**src/hdl/cvnr_pkg.sv**
```systemverilog
package cvnr_pkg;

  localparam int VoicePoolDef = 4;
  localparam int NumCfg = 6;

  localparam logic [2:0] CFG_LISTEN = 3'd0;
  localparam logic [2:0] CFG_SCALE  = 3'd1;
  localparam logic [2:0] CFG_ROOT   = 3'd2;
  localparam logic [2:0] CFG_CHORD  = 3'd3;
  localparam logic [2:0] CFG_HOLD   = 3'd4;
  localparam logic [2:0] CFG_ARP    = 3'd5;

  localparam logic [1:0] KIND_LOCAL_ON  = 2'd0;
  localparam logic [1:0] KIND_LOCAL_OFF = 2'd1;
  localparam logic [1:0] KIND_MIDI_ON   = 2'd2;
  localparam logic [1:0] KIND_MIDI_OFF  = 2'd3;

  typedef struct packed {
    logic [1:0] kind;
    logic [3:0] channel;
    logic [6:0] note_number;
    logic [6:0] velocity;
  } in_word_t;

  typedef struct packed {
    logic       gate_on;
    logic [6:0] out_note;
    logic [6:0] out_velocity;
    logic       last;
  } out_word_t;

  // Commands from controller to datapath.
  typedef struct packed {
    logic       load;      // capture input word and compute quantized note
    logic       begin_on;  // chord note-on sequence (or latch set)
    logic       begin_off; // chord note-off sequence
    logic       use_latch; // off sequence takes the latched note
    logic       set_latch;
    logic       clr_latch;
    logic       step;      // process current chord interval
    logic       emit_main; // emit pending main word
  } cvnr_cmd_t;

  typedef struct packed {
    logic drop;        // wrong channel or ignored note-off
    logic is_on;       // event plays notes
    logic latch_set;   // latch flag of incoming note
    logic latching;
    logic chord_done;  // all intervals walked
    logic steal_pend;  // a steal word must go out first
    logic word_pend;   // a main word is pending
  } cvnr_sts_t;

  function automatic logic [11:0] scale_mask(input logic [3:0] s);
    logic [11:0] m;
    unique case (s)
      4'd1:  m = 12'h5AB;
      4'd2:  m = 12'h5AD;
      4'd3:  m = 12'h4AD;
      4'd4:  m = 12'h6AD;
      4'd5:  m = 12'h56B;
      4'd6:  m = 12'h2D7;
      4'd7:  m = 12'h5EB;
      4'd8:  m = 12'h52B;
      4'd9:  m = 12'h4A9;
      4'd10: m = 12'h4A5;
      4'd11: m = 12'h492;
      default: m = 12'hFFF;
    endcase
    return m;
  endfunction

  // Returns {count[2:0], i1, i2, i3} with intervals 4 bits each.
  function automatic logic [14:0] chord_shape(input logic [5:0] c);
    logic [14:0] r;
    if (c >= 6'd1 && c <= 6'd12) begin
      r = {3'd2, c[3:0], 4'd0, 4'd0};
    end else begin
      unique case (c)
        6'd13: r = {3'd3, 4'd4, 4'd7, 4'd0};
        6'd14: r = {3'd3, 4'd3, 4'd7, 4'd0};
        6'd15: r = {3'd3, 4'd3, 4'd6, 4'd0};
        6'd16: r = {3'd3, 4'd4, 4'd8, 4'd0};
        6'd17: r = {3'd3, 4'd2, 4'd7, 4'd0};
        6'd18: r = {3'd3, 4'd5, 4'd7, 4'd0};
        6'd19: r = {3'd4, 4'd4, 4'd7, 4'd11};
        6'd20: r = {3'd4, 4'd4, 4'd7, 4'd10};
        6'd21: r = {3'd4, 4'd3, 4'd7, 4'd10};
        6'd22: r = {3'd4, 4'd3, 4'd6, 4'd10};
        6'd23: r = {3'd4, 4'd3, 4'd6, 4'd9};
        6'd24: r = {3'd4, 4'd3, 4'd7, 4'd11};
        6'd25: r = {3'd4, 4'd4, 4'd8, 4'd11};
        6'd26: r = {3'd4, 4'd4, 4'd8, 4'd10};
        6'd27: r = {3'd4, 4'd4, 4'd7, 4'd14};
        6'd28: r = {3'd4, 4'd4, 4'd7, 4'd9};
        6'd29: r = {3'd4, 4'd3, 4'd7, 4'd9};
        6'd30: r = {3'd4, 4'd4, 4'd9, 4'd14};
        6'd31: r = {3'd4, 4'd5, 4'd7, 4'd10};
        6'd32: r = {3'd4, 4'd5, 4'd7, 4'd11};
        default: r = {3'd1, 4'd0, 4'd0, 4'd0};
      endcase
    end
    return r;
  endfunction

endpackage

```
**src/hdl/chord_voice_note_router_top.sv**
```systemverilog
// An accepted item passes the load, decode, step and emit states before its first
// result word is registered at the output; output stalls hold it. The next item is
// accepted after the controller walks all its chord intervals through the datapath
// and drains its words. A stolen voice adds a steal word; a drop ends at decode.
// Reset: synchronous, active low; clears config, state and control registers, voice count,
// latch flags and the per-note chord-mode valid bits. No clearing pass.
module chord_voice_note_router_top #(
  parameter int VOICE_POOL = cvnr_pkg::VoicePoolDef
) (
  input  logic                clk,
  input  logic                rst_n,
  input  logic                in_valid,
  output logic                in_stall,
  input  cvnr_pkg::in_word_t  in_data,
  output logic                out_valid,
  input  logic                out_stall,
  output cvnr_pkg::out_word_t out_data,
  input  logic                cfg_valid,
  output logic                cfg_ready,
  input  logic [2:0]          cfg_index,
  input  logic [5:0]          cfg_data
);
  import cvnr_pkg::*;

  cvnr_cmd_t cmd;
  cvnr_sts_t sts;
  logic      out_free;

  assign cfg_ready = 1'b1;

  cvnr_ctrl u_ctrl (
    .clk(clk), .rst_n(rst_n), .in_valid(in_valid), .in_stall(in_stall),
    .out_free(out_free), .sts(sts), .cmd(cmd)
  );

  cvnr_dp #(.VOICE_POOL(VOICE_POOL)) u_dp (
    .clk(clk), .rst_n(rst_n), .in_word(in_data),
    .cfg_we(cfg_valid && cfg_ready), .cfg_idx(cfg_index), .cfg_wdata(cfg_data),
    .cmd(cmd), .sts(sts), .out_valid(out_valid), .out_stall(out_stall),
    .out_free(out_free), .out_word(out_data)
  );

  a_one_start: assert property (@(posedge clk) disable iff (!rst_n)
    !(cmd.begin_on && cmd.begin_off)) else $error("on and off started together");

  a_emit_free: assert property (@(posedge clk) disable iff (!rst_n)
    cmd.emit_main |-> out_free) else $error("word emitted into a full output");

  a_busy_stall: assert property (@(posedge clk) disable iff (!rst_n)
    cmd.step |-> in_stall) else $error("input accepted mid item");

endmodule

```
**src/hdl/cvnr_ctrl.sv**
```systemverilog
module cvnr_ctrl (
  input  logic                clk,
  input  logic                rst_n,
  input  logic                in_valid,
  output logic                in_stall,
  input  logic                out_free,
  input  cvnr_pkg::cvnr_sts_t sts,
  output cvnr_pkg::cvnr_cmd_t cmd
);
  import cvnr_pkg::*;

  typedef enum logic [5:0] {
    S_IDLE  = 6'b000001,
    S_DEC   = 6'b000010,
    S_STEP  = 6'b000100,
    S_EMIT  = 6'b001000,
    S_DRAIN = 6'b010000,
    S_WAIT  = 6'b100000
  } state_t;

  state_t state_r, state_nxt;

  assign in_stall = (state_r != S_IDLE);

  always_comb begin
    state_nxt = state_r;
    cmd = '0;
    unique case (state_r)
      S_IDLE: begin
        if (in_valid) begin
          cmd.load = 1'b1;
          state_nxt = S_DEC;
        end
      end
      S_DEC: begin
        if (sts.drop) begin
          state_nxt = S_IDLE;
        end else begin
          if (sts.is_on && sts.latching && sts.latch_set) begin
            cmd.begin_off = 1'b1;
            cmd.use_latch = 1'b1;
            cmd.clr_latch = 1'b1;
          end else if (sts.is_on) begin
            cmd.begin_on = 1'b1;
            cmd.set_latch = sts.latching;
          end else begin
            cmd.begin_off = 1'b1;
          end
          state_nxt = S_STEP;
        end
      end
      S_STEP: begin
        if (sts.chord_done) begin
          state_nxt = S_DRAIN;
        end else begin
          cmd.step = 1'b1;
          state_nxt = S_EMIT;
        end
      end
      S_EMIT: begin
        // Steal word goes out first, then the chord word.
        if (!sts.word_pend) begin
          state_nxt = S_STEP;
        end else if (out_free) begin
          cmd.emit_main = 1'b1;
          if (!sts.steal_pend) state_nxt = S_STEP;
        end
      end
      S_DRAIN: begin
        cmd.emit_main = out_free && sts.word_pend;
        if (!sts.word_pend || out_free) state_nxt = S_WAIT;
      end
      S_WAIT: begin
        if (out_free) state_nxt = S_IDLE;
      end
      default: state_nxt = S_IDLE;
    endcase
  end

  always_ff @(posedge clk) begin
    if (!rst_n) state_r <= S_IDLE;
    else state_r <= state_nxt;
  end

endmodule

```
**src/hdl/cvnr_dp.sv**
```systemverilog
module cvnr_dp #(
  parameter int VOICE_POOL = cvnr_pkg::VoicePoolDef
) (
  input  logic                 clk,
  input  logic                 rst_n,
  input  cvnr_pkg::in_word_t   in_word,
  input  logic                 cfg_we,
  input  logic [2:0]           cfg_idx,
  input  logic [5:0]           cfg_wdata,
  input  cvnr_pkg::cvnr_cmd_t  cmd,
  output cvnr_pkg::cvnr_sts_t  sts,
  output logic                 out_valid,
  input  logic                 out_stall,
  output logic                 out_free,
  output cvnr_pkg::out_word_t  out_word
);
  import cvnr_pkg::*;

  localparam int CW = $clog2(VOICE_POOL + 1);

  logic [3:0] listen_r, scale_r, root_r;
  logic [5:0] chord_r;
  logic       hold_r, arp_r;

  in_word_t   item_r;
  logic [6:0] qnote_r;
  logic [6:0] base_r;
  logic [6:0] vel_r;
  logic       gate_r;
  logic [14:0] shape_r;
  logic [2:0] idx_r;

  logic [127:0] latch_flag_r;
  logic [127:0] mode_val_r;
  logic [5:0]   mode_mem [128];
  logic [6:0]   latched_mem [128];
  logic [5:0]   mode_rd;
  logic [6:0]   latched_rd;

  logic [6:0]    voice_r [VOICE_POOL];
  logic [CW-1:0] vcount_r;

  // pending words: main and a steal word ahead of it
  logic       pend_r, steal_r;
  logic [6:0] pnote_r, snote_r;

  logic       ovalid_r;
  out_word_t  oword_r;

  // Quantizer, combinational from the captured item.
  logic [3:0] rootv, rel, up, dn, pc, qpc;
  logic [11:0] mask;
  logic [3:0] oct;
  logic [14:0] oct_prod;
  logic [7:0] qsum;
  logic       found;

  always_comb begin
    rootv = (root_r >= 4'd12) ? 4'd0 : root_r;
    mask = scale_mask(scale_r);
    // Octave by reciprocal multiplication: 171 / 2048 is close enough to 1/12 below 128.
    oct_prod = 15'(item_r.note_number) * 15'd171;
    oct = oct_prod[14:11];
    pc = 4'(item_r.note_number - 7'(oct * 4'd12));
    rel = (pc >= rootv) ? pc - rootv : 4'(pc + 4'd12 - rootv);
    qpc = rel;
    found = mask[rel];
    for (int d = 1; d <= 6; d++) begin
      up = 4'((5'(rel) + 5'(d)) >= 5'd12 ? 5'(rel) + 5'(d) - 5'd12 : 5'(rel) + 5'(d));
      dn = 4'((5'(rel) >= 5'(d)) ? 5'(rel) - 5'(d) : 5'(rel) + 5'd12 - 5'(d));
      if (!found && mask[up]) begin
        qpc = up; found = 1'b1;
      end else if (!found && mask[dn]) begin
        qpc = dn; found = 1'b1;
      end
    end
    qsum = 8'(rootv) + 8'(qpc) + 8'(oct * 4'd12);
  end

  logic [6:0] qnote_c;
  assign qnote_c = (scale_r == 4'd0 || scale_r >= 4'd12 || mask[rel]) ?
                   item_r.note_number : qsum[6:0];

  logic latching;
  assign latching = hold_r && !arp_r;

  // Load cycle registers the item; the decode cycle sees qnote_c.
  logic [6:0] inote;
  assign inote = item_r.note_number;

  always_ff @(posedge clk) begin
    if (!rst_n) begin
      listen_r <= '0; scale_r <= '0; root_r <= '0; chord_r <= '0;
      hold_r <= 1'b0; arp_r <= 1'b0;
    end else if (cfg_we) begin
      unique case (cfg_idx)
        CFG_LISTEN: listen_r <= cfg_wdata[3:0];
        CFG_SCALE:  scale_r  <= cfg_wdata[3:0];
        CFG_ROOT:   root_r   <= cfg_wdata[3:0];
        CFG_CHORD:  chord_r  <= cfg_wdata;
        CFG_HOLD:   hold_r   <= cfg_wdata[0];
        CFG_ARP:    arp_r    <= cfg_wdata[0];
        default: ;
      endcase
    end
  end

  logic is_on;
  assign is_on = (item_r.kind == KIND_LOCAL_ON) || (item_r.kind == KIND_MIDI_ON);

  assign sts.is_on = is_on;
  assign sts.latching = latching;
  assign sts.latch_set = latch_flag_r[inote];
  assign sts.drop = (item_r.kind[1] && item_r.channel != listen_r) ||
                    (!is_on && latching);
  assign sts.chord_done = (idx_r >= shape_r[14:12]);
  assign sts.steal_pend = steal_r;
  assign sts.word_pend = pend_r || steal_r;

  // memory reads registered; address is the decode note (latched note on a latch release), data used at step
  logic [5:0] mode_c;
  logic [3:0] ival;
  logic [7:0] cn;
  logic       hit;
  logic [CW-1:0] hpos;

  always_ff @(posedge clk) begin
    if (cmd.load) begin
      item_r <= in_word;
      latched_rd <= latched_mem[in_word.note_number];
    end
    mode_rd <= mode_mem[cmd.use_latch ? latched_rd : qnote_c];
    if (cmd.begin_on) begin
      mode_mem[qnote_c] <= chord_r;
      if (cmd.set_latch) latched_mem[inote] <= qnote_c;
    end
  end

  always_comb begin
    mode_c = mode_val_r[base_r] ? mode_rd : 6'd0;
    unique case (idx_r[1:0])
      2'd0: ival = 4'd0;
      2'd1: ival = shape_r[11:8];
      2'd2: ival = shape_r[7:4];
      default: ival = shape_r[3:0];
    endcase
    cn = 8'(base_r) + 8'(ival);
    hit = 1'b0;
    hpos = '0;
    for (int i = 0; i < VOICE_POOL; i++) begin
      if (!hit && CW'(i) < vcount_r && voice_r[i] == cn[6:0]) begin
        hit = 1'b1; hpos = CW'(i);
      end
    end
  end

  logic shape_ld_r;

  always_ff @(posedge clk) begin
    if (!rst_n) begin
      latch_flag_r <= '0;
      mode_val_r <= '0;
      vcount_r <= '0;
      pend_r <= 1'b0;
      steal_r <= 1'b0;
      idx_r <= 3'd0;
      shape_r <= {3'd0, 12'd0};
      shape_ld_r <= 1'b0;
    end else begin
      shape_ld_r <= 1'b0;
      if (cmd.begin_on || cmd.begin_off) begin
        idx_r <= 3'd0;
        gate_r <= cmd.begin_on;
        vel_r <= (item_r.kind == KIND_LOCAL_ON) ? 7'd100 : item_r.velocity;
        base_r <= cmd.use_latch ? latched_rd : qnote_c;
        if (cmd.set_latch) latch_flag_r[inote] <= 1'b1;
        if (cmd.clr_latch) latch_flag_r[inote] <= 1'b0;
        if (cmd.begin_on) begin
          mode_val_r[qnote_c] <= 1'b1;
          shape_r <= chord_shape(chord_r);
        end else begin
          // real shape comes from the stored mode next cycle
          shape_r <= {3'd7, 12'd0};
          shape_ld_r <= 1'b1;
        end
      end
      if (shape_ld_r) begin
        shape_r <= chord_shape(mode_c);
        mode_val_r[base_r] <= 1'b0;
      end
      if (cmd.step) begin
        idx_r <= idx_r + 3'd1;
        if (!cn[7]) begin
          pend_r <= 1'b1;
          pnote_r <= cn[6:0];
          if (gate_r) begin
            if (!hit) begin
              if (vcount_r >= CW'(VOICE_POOL)) begin
                steal_r <= 1'b1;
                snote_r <= voice_r[0];
                for (int i = 0; i < VOICE_POOL - 1; i++) voice_r[i] <= voice_r[i+1];
                voice_r[VOICE_POOL-1] <= cn[6:0];
              end else begin
                voice_r[vcount_r[$clog2(VOICE_POOL)-((VOICE_POOL>1)?1:0):0]] <= cn[6:0];
                vcount_r <= vcount_r + CW'(1);
              end
            end
          end else if (hit) begin
            for (int i = 0; i < VOICE_POOL - 1; i++)
              if (CW'(i) >= hpos) voice_r[i] <= voice_r[i+1];
            vcount_r <= vcount_r - CW'(1);
          end
        end
      end
      if (cmd.emit_main) begin
        if (steal_r) steal_r <= 1'b0;
        else pend_r <= 1'b0;
      end
    end
  end

  // A chord word is marked last only if it is the final one of the item.
  logic more_after;
  always_comb begin
    more_after = 1'b0;
    for (int k = 1; k < 4; k++) begin
      if (3'(k) >= idx_r && 3'(k) < shape_r[14:12]) begin
        unique case (k)
          1: if (8'(base_r) + 8'(shape_r[11:8]) < 8'd128) more_after = 1'b1;
          2: if (8'(base_r) + 8'(shape_r[7:4]) < 8'd128) more_after = 1'b1;
          default: if (8'(base_r) + 8'(shape_r[3:0]) < 8'd128) more_after = 1'b1;
        endcase
      end
    end
  end

  always_ff @(posedge clk) begin
    if (!rst_n) begin
      ovalid_r <= 1'b0;
    end else begin
      if (ovalid_r && !out_stall) ovalid_r <= 1'b0;
      if (cmd.emit_main) begin
        ovalid_r <= 1'b1;
        if (steal_r) begin
          oword_r <= '{gate_on: 1'b0, out_note: snote_r, out_velocity: 7'd0, last: 1'b0};
        end else begin
          oword_r <= '{gate_on: gate_r, out_note: pnote_r,
                       out_velocity: gate_r ? vel_r : 7'd0,
                       last: !more_after};
        end
      end
    end
  end

  assign out_free = !ovalid_r || !out_stall;
  assign out_valid = ovalid_r;
  assign out_word = oword_r;

endmodule
```
**config.mk**
```make
export PLATFORM = sky130hd
export DESIGN_NAME = chord_voice_note_router_top
export DESIGN_NICKNAME = d
export VERILOG_FILES = /design/src/hdl/cvnr_pkg.sv /design/src/hdl/chord_voice_note_router_top.sv /design/src/hdl/cvnr_ctrl.sv /design/src/hdl/cvnr_dp.sv
export SDC_FILE = /design/constraint.sdc
export NUM_CORES = 2
export LEC_CHECK = 0
export BUFFER_PORTS_ARGS = -buffer_cell sky130_fd_sc_hd__buf_4
export CORE_ASPECT_RATIO = 0.9
export CORE_UTILIZATION = 35
export CTS_BUF_LIST = sky130_fd_sc_hd__clkbuf_4
export DETAILED_ROUTE_END_ITERATION = 8
export SYNTH_ARGS = -nofsm -noshare
export SYNTH_HDL_FRONTEND = slang
export SYNTH_SLANG_ARGS = --single-unit
```
**constraint.sdc**
```tcl
create_clock -name clk -period 33.3 [get_ports clk]
set_clock_uncertainty 0.2 [all_clocks]
set_input_delay 1.665 -clock clk [delete_from_list [all_inputs] [get_ports clk]]
set_output_delay 1.665 -clock clk [all_outputs]
set_load 0.01 [all_outputs]
```
==> summary.txt <==
Final Cycle Share = 0.478
Vias per cell = 5.56
WHS Endpoint = u_dp.snote_r[2]$_DFFE_PP_
Synth Area per Inst = 15.2 um^2
Vias post-DR = 55600
Post-synthesis cell count = 5876
H-tree levels = 6
Area contributors post-synth = edfxtp_1 (59%), mux4_2 (8.8%), dfxtp_1 (7.5%)
Hold Crit Class = reg -> reg
Gr usage total = 0.191
Slew Viols, Final = 0
Synthesized cell area = 89400 um^2
# Post-CTS Setup Buffers = 0
Drt pass-1 iters = 7
CTS tree = built
Async set or reset register ratio after synthesis = 0
WL final = 250 mm
Core area = 253000 um^2
Worst vdd rail ir drop = 0.155 mV
F_max = 0.0628 GHz
Yosys top cell by area = edfxtp_1
Crit path time final = 15910 ps
I/O Pins = 53
Worst r2r dst = u_dp.mode_rd[0]$_DFF_P_
CTS sink cnt = 2100
Register area share after synthesis = 0.668
Nets = 6378
Routed len/inst = 25.0 um
Critical Path Fanout Max = 129
Vias in the first global route = 55400
Design Power = 9.52 mW
Hold wc startpoint = u_dp.voice_r[0][2]$_DFFE_PP_
Pleak = 33.3 nW
Row Count = 175
Worst r2r src = u_dp.inote[5]$_DFFE_PP_
Routed Antenna Nets = 0
RD Place Congestion = 0.919
Worst slew pin tran = 1440 ps
Hold path depth = 0
CTS resizes = 0
Critical Path AT = 16770 ps
Dpl hpwl = 157 mm
Initial Utilization = 0.353
Die width = 535 um
Clock-pin slew on the worst setup and hold paths = 70 ps
Root Buffer Master = clkbuf_4
Layout cells sized above 1 = 0.265
Endpoints failing hold = 0
Total CTS buffers = 551
Drt initial violations = 6418
Post-synth EDFFs = 1764
Syn nets = 6047
Height of the die = 481 um
Setup_tns = 0 ps
Ys Warns = 0
Main synth FF type = edfxtp_1
Initial antenna violation count = 12
Final setup viols = 0
Req. time, crit path = 34150 ps
RSZ-0062 raised after global routing = false
CP Capture Type = flip-flop
FILL cells = 23400
First-pass GRT wire length = 368 mm
R2R cell count = 49
Slew HR = 0.0316
Top-area cell type share of the netlist area = 0.593
Clk buf depth = 4
Yosys cell types = 108
Clk_lat worst skew = 1280 ps
Crit-path max cell delay = 1110 ps
Critical path startpoint category = flip-flop
Largest net degree at the start of global routing = 157
Flops & latches, synth = 2100
Max cap viols = 0
Cts-stage hold buffer count = 0
I/O Buffers = 51
Outcome = finished, final reports clean
Die area = 257000 um^2
CP max-delay cell = nor4_1
Worst setup path class = reg -> reg
GRT overflow = 0
Pwr Density = 95.0 nW/um^2
Reg2Reg Setup Slack = 17390 ps
DRC = 0
Synth-to-Final Area Change = 12.2%
## synth_stat cells (all sizes together) (55+ instances only)
cell / n
nand2: 666
edfxtp: 1764
a21oi: 208
mux4: 350
clkbuf: 192
buf: 153
mux2: 67
mux2i: 191
o221a: 258
a22oi: 55
nand3: 168
dfxtp: 336
o21ai: 88
nor2: 433
inv: 101
ha: 121
## routing by layer
metal / up-vias / global-route usage / part of all wire
met4: 8 / 0.0688 / 0.031
met5: - / 0 / 0.00023
met3: 481 / 0.0470 / 0.096
li1: 24100 / - / -
met1: 28200 / 0.272 / 0.44
met2: 2761 / 0.281 / 0.44
## power by group
group | switching, mW | internal (mW) | total [mW]
combinational | 2.76 | 1.36 | 4.12
sequential | 0.0230 | 3.09 | 3.11
clock | 1.09 | 1.20 | 2.29
## layout by cell type, fill, tap and decap left out, drive strengths merged, types with 88 or more instances in the layout
| cell type | instances |
|---|---|
| a21oi | 208 |
| buf | 122 |
| clkbuf | 805 |
| clkinv | 128 |
| dfxtp | 336 |
| edfxtp | 1764 |
| ha | 121 |
| inv | 116 |
| mux2i | 191 |
| mux4 | 350 |
| nand2 | 666 |
| nand3 | 168 |
| nor2 | 433 |
| o21ai | 88 |
| o221a | 258 |
## registers in the layout (all words and copies together) (netlist names), 13 cells and up, named ones only
register	flops
u_dp.latched_mem	896
u_dp.shape_r	14
u_dp.mode_mem	768
u_dp.out_word	16
u_dp.mode_val_r	128
u_dp.item_r	13
u_dp.voice_r	28
u_dp.latch_flag_r	128
## through the flow
step / utilization / std cells / setup WS, ps / hold WS (ps) / cell area (um^2)
floorplan: - / 5876 / 17320 / 245 / 89400
global placement: 0.368 / 9017 / 17830 / 259 / 93100
detailed placement: 0.368 / 9017 / 17650 / 261 / 93100
CTS: 0.396 / 9984 / 17650 / 262 / 100000
global route: 0.396 / 9987 / 16650 / 279 / 100000
finish: 0.396 / 9988 / 17390 / 261 / 100000
## how the worst max path moves through the flow
stage | slack (ps) | endpoint | depth (start not counted) | startpoint
floorplan | 17320 | u_dp.mode_mem[113][0]$_DFFE_PP_ | 48 | u_dp.inote[5]$_DFFE_PP_
global placement | 17830 | u_dp.mode_rd[0]$_DFF_P_ | 48 | u_dp.inote[5]$_DFFE_PP_
detailed placement | 17650 | u_dp.mode_rd[0]$_DFF_P_ | 49 | u_dp.inote[5]$_DFFE_PP_
CTS | 17650 | u_dp.mode_rd[0]$_DFF_P_ | 48 | u_dp.inote[5]$_DFFE_PP_
global route | 16650 | u_dp.mode_rd[0]$_DFF_P_ | 48 | u_dp.inote[5]$_DFFE_PP_
finish | 17390 | u_dp.mode_rd[0]$_DFF_P_ | 49 | u_dp.inote[5]$_DFFE_PP_
## kinds of logic after synthesis
group                    share of synthesized area
flip-flops                                   0.668
AND/OR/NAND/NOR                             0.0743
AO/OA/AOI/OAI                               0.0883
multiplexers                                 0.118
buffers and inverters                       0.0219
adder cells (fa/ha/maj)                     0.0205
XOR/XNOR                                   0.00882
other                                    0.0000420
## cell type report
cell class / instances / area [um^2] / share of cell area
Tap cell: 3363 / 4210 / 0.0420
Multi-Input combinational cell: 3328 / 27800 / 0.277
Timing Repair Buffer: 123 / 982 / 0.00980
Clock inverter: 163 / 1080 / 0.0107
Clock buffer: 804 / 6040 / 0.0602
Antenna cell: 4 / 10.0 / 0.0000999
Inverter: 103 / 415 / 0.00414
Sequential cell: 2100 / 59700 / 0.596
## critical path: cells and delay by family, from the launching register on
family	cells	cell delay, ps
fa+ha+maj	11	4380
compound gates	17	4010
simple gates	7	2740
buf+inv	10	2450
mux	2	790
flops	1	610
xor+xnor	2	390
No activity file was read; power rests on OpenSTA's default activity.
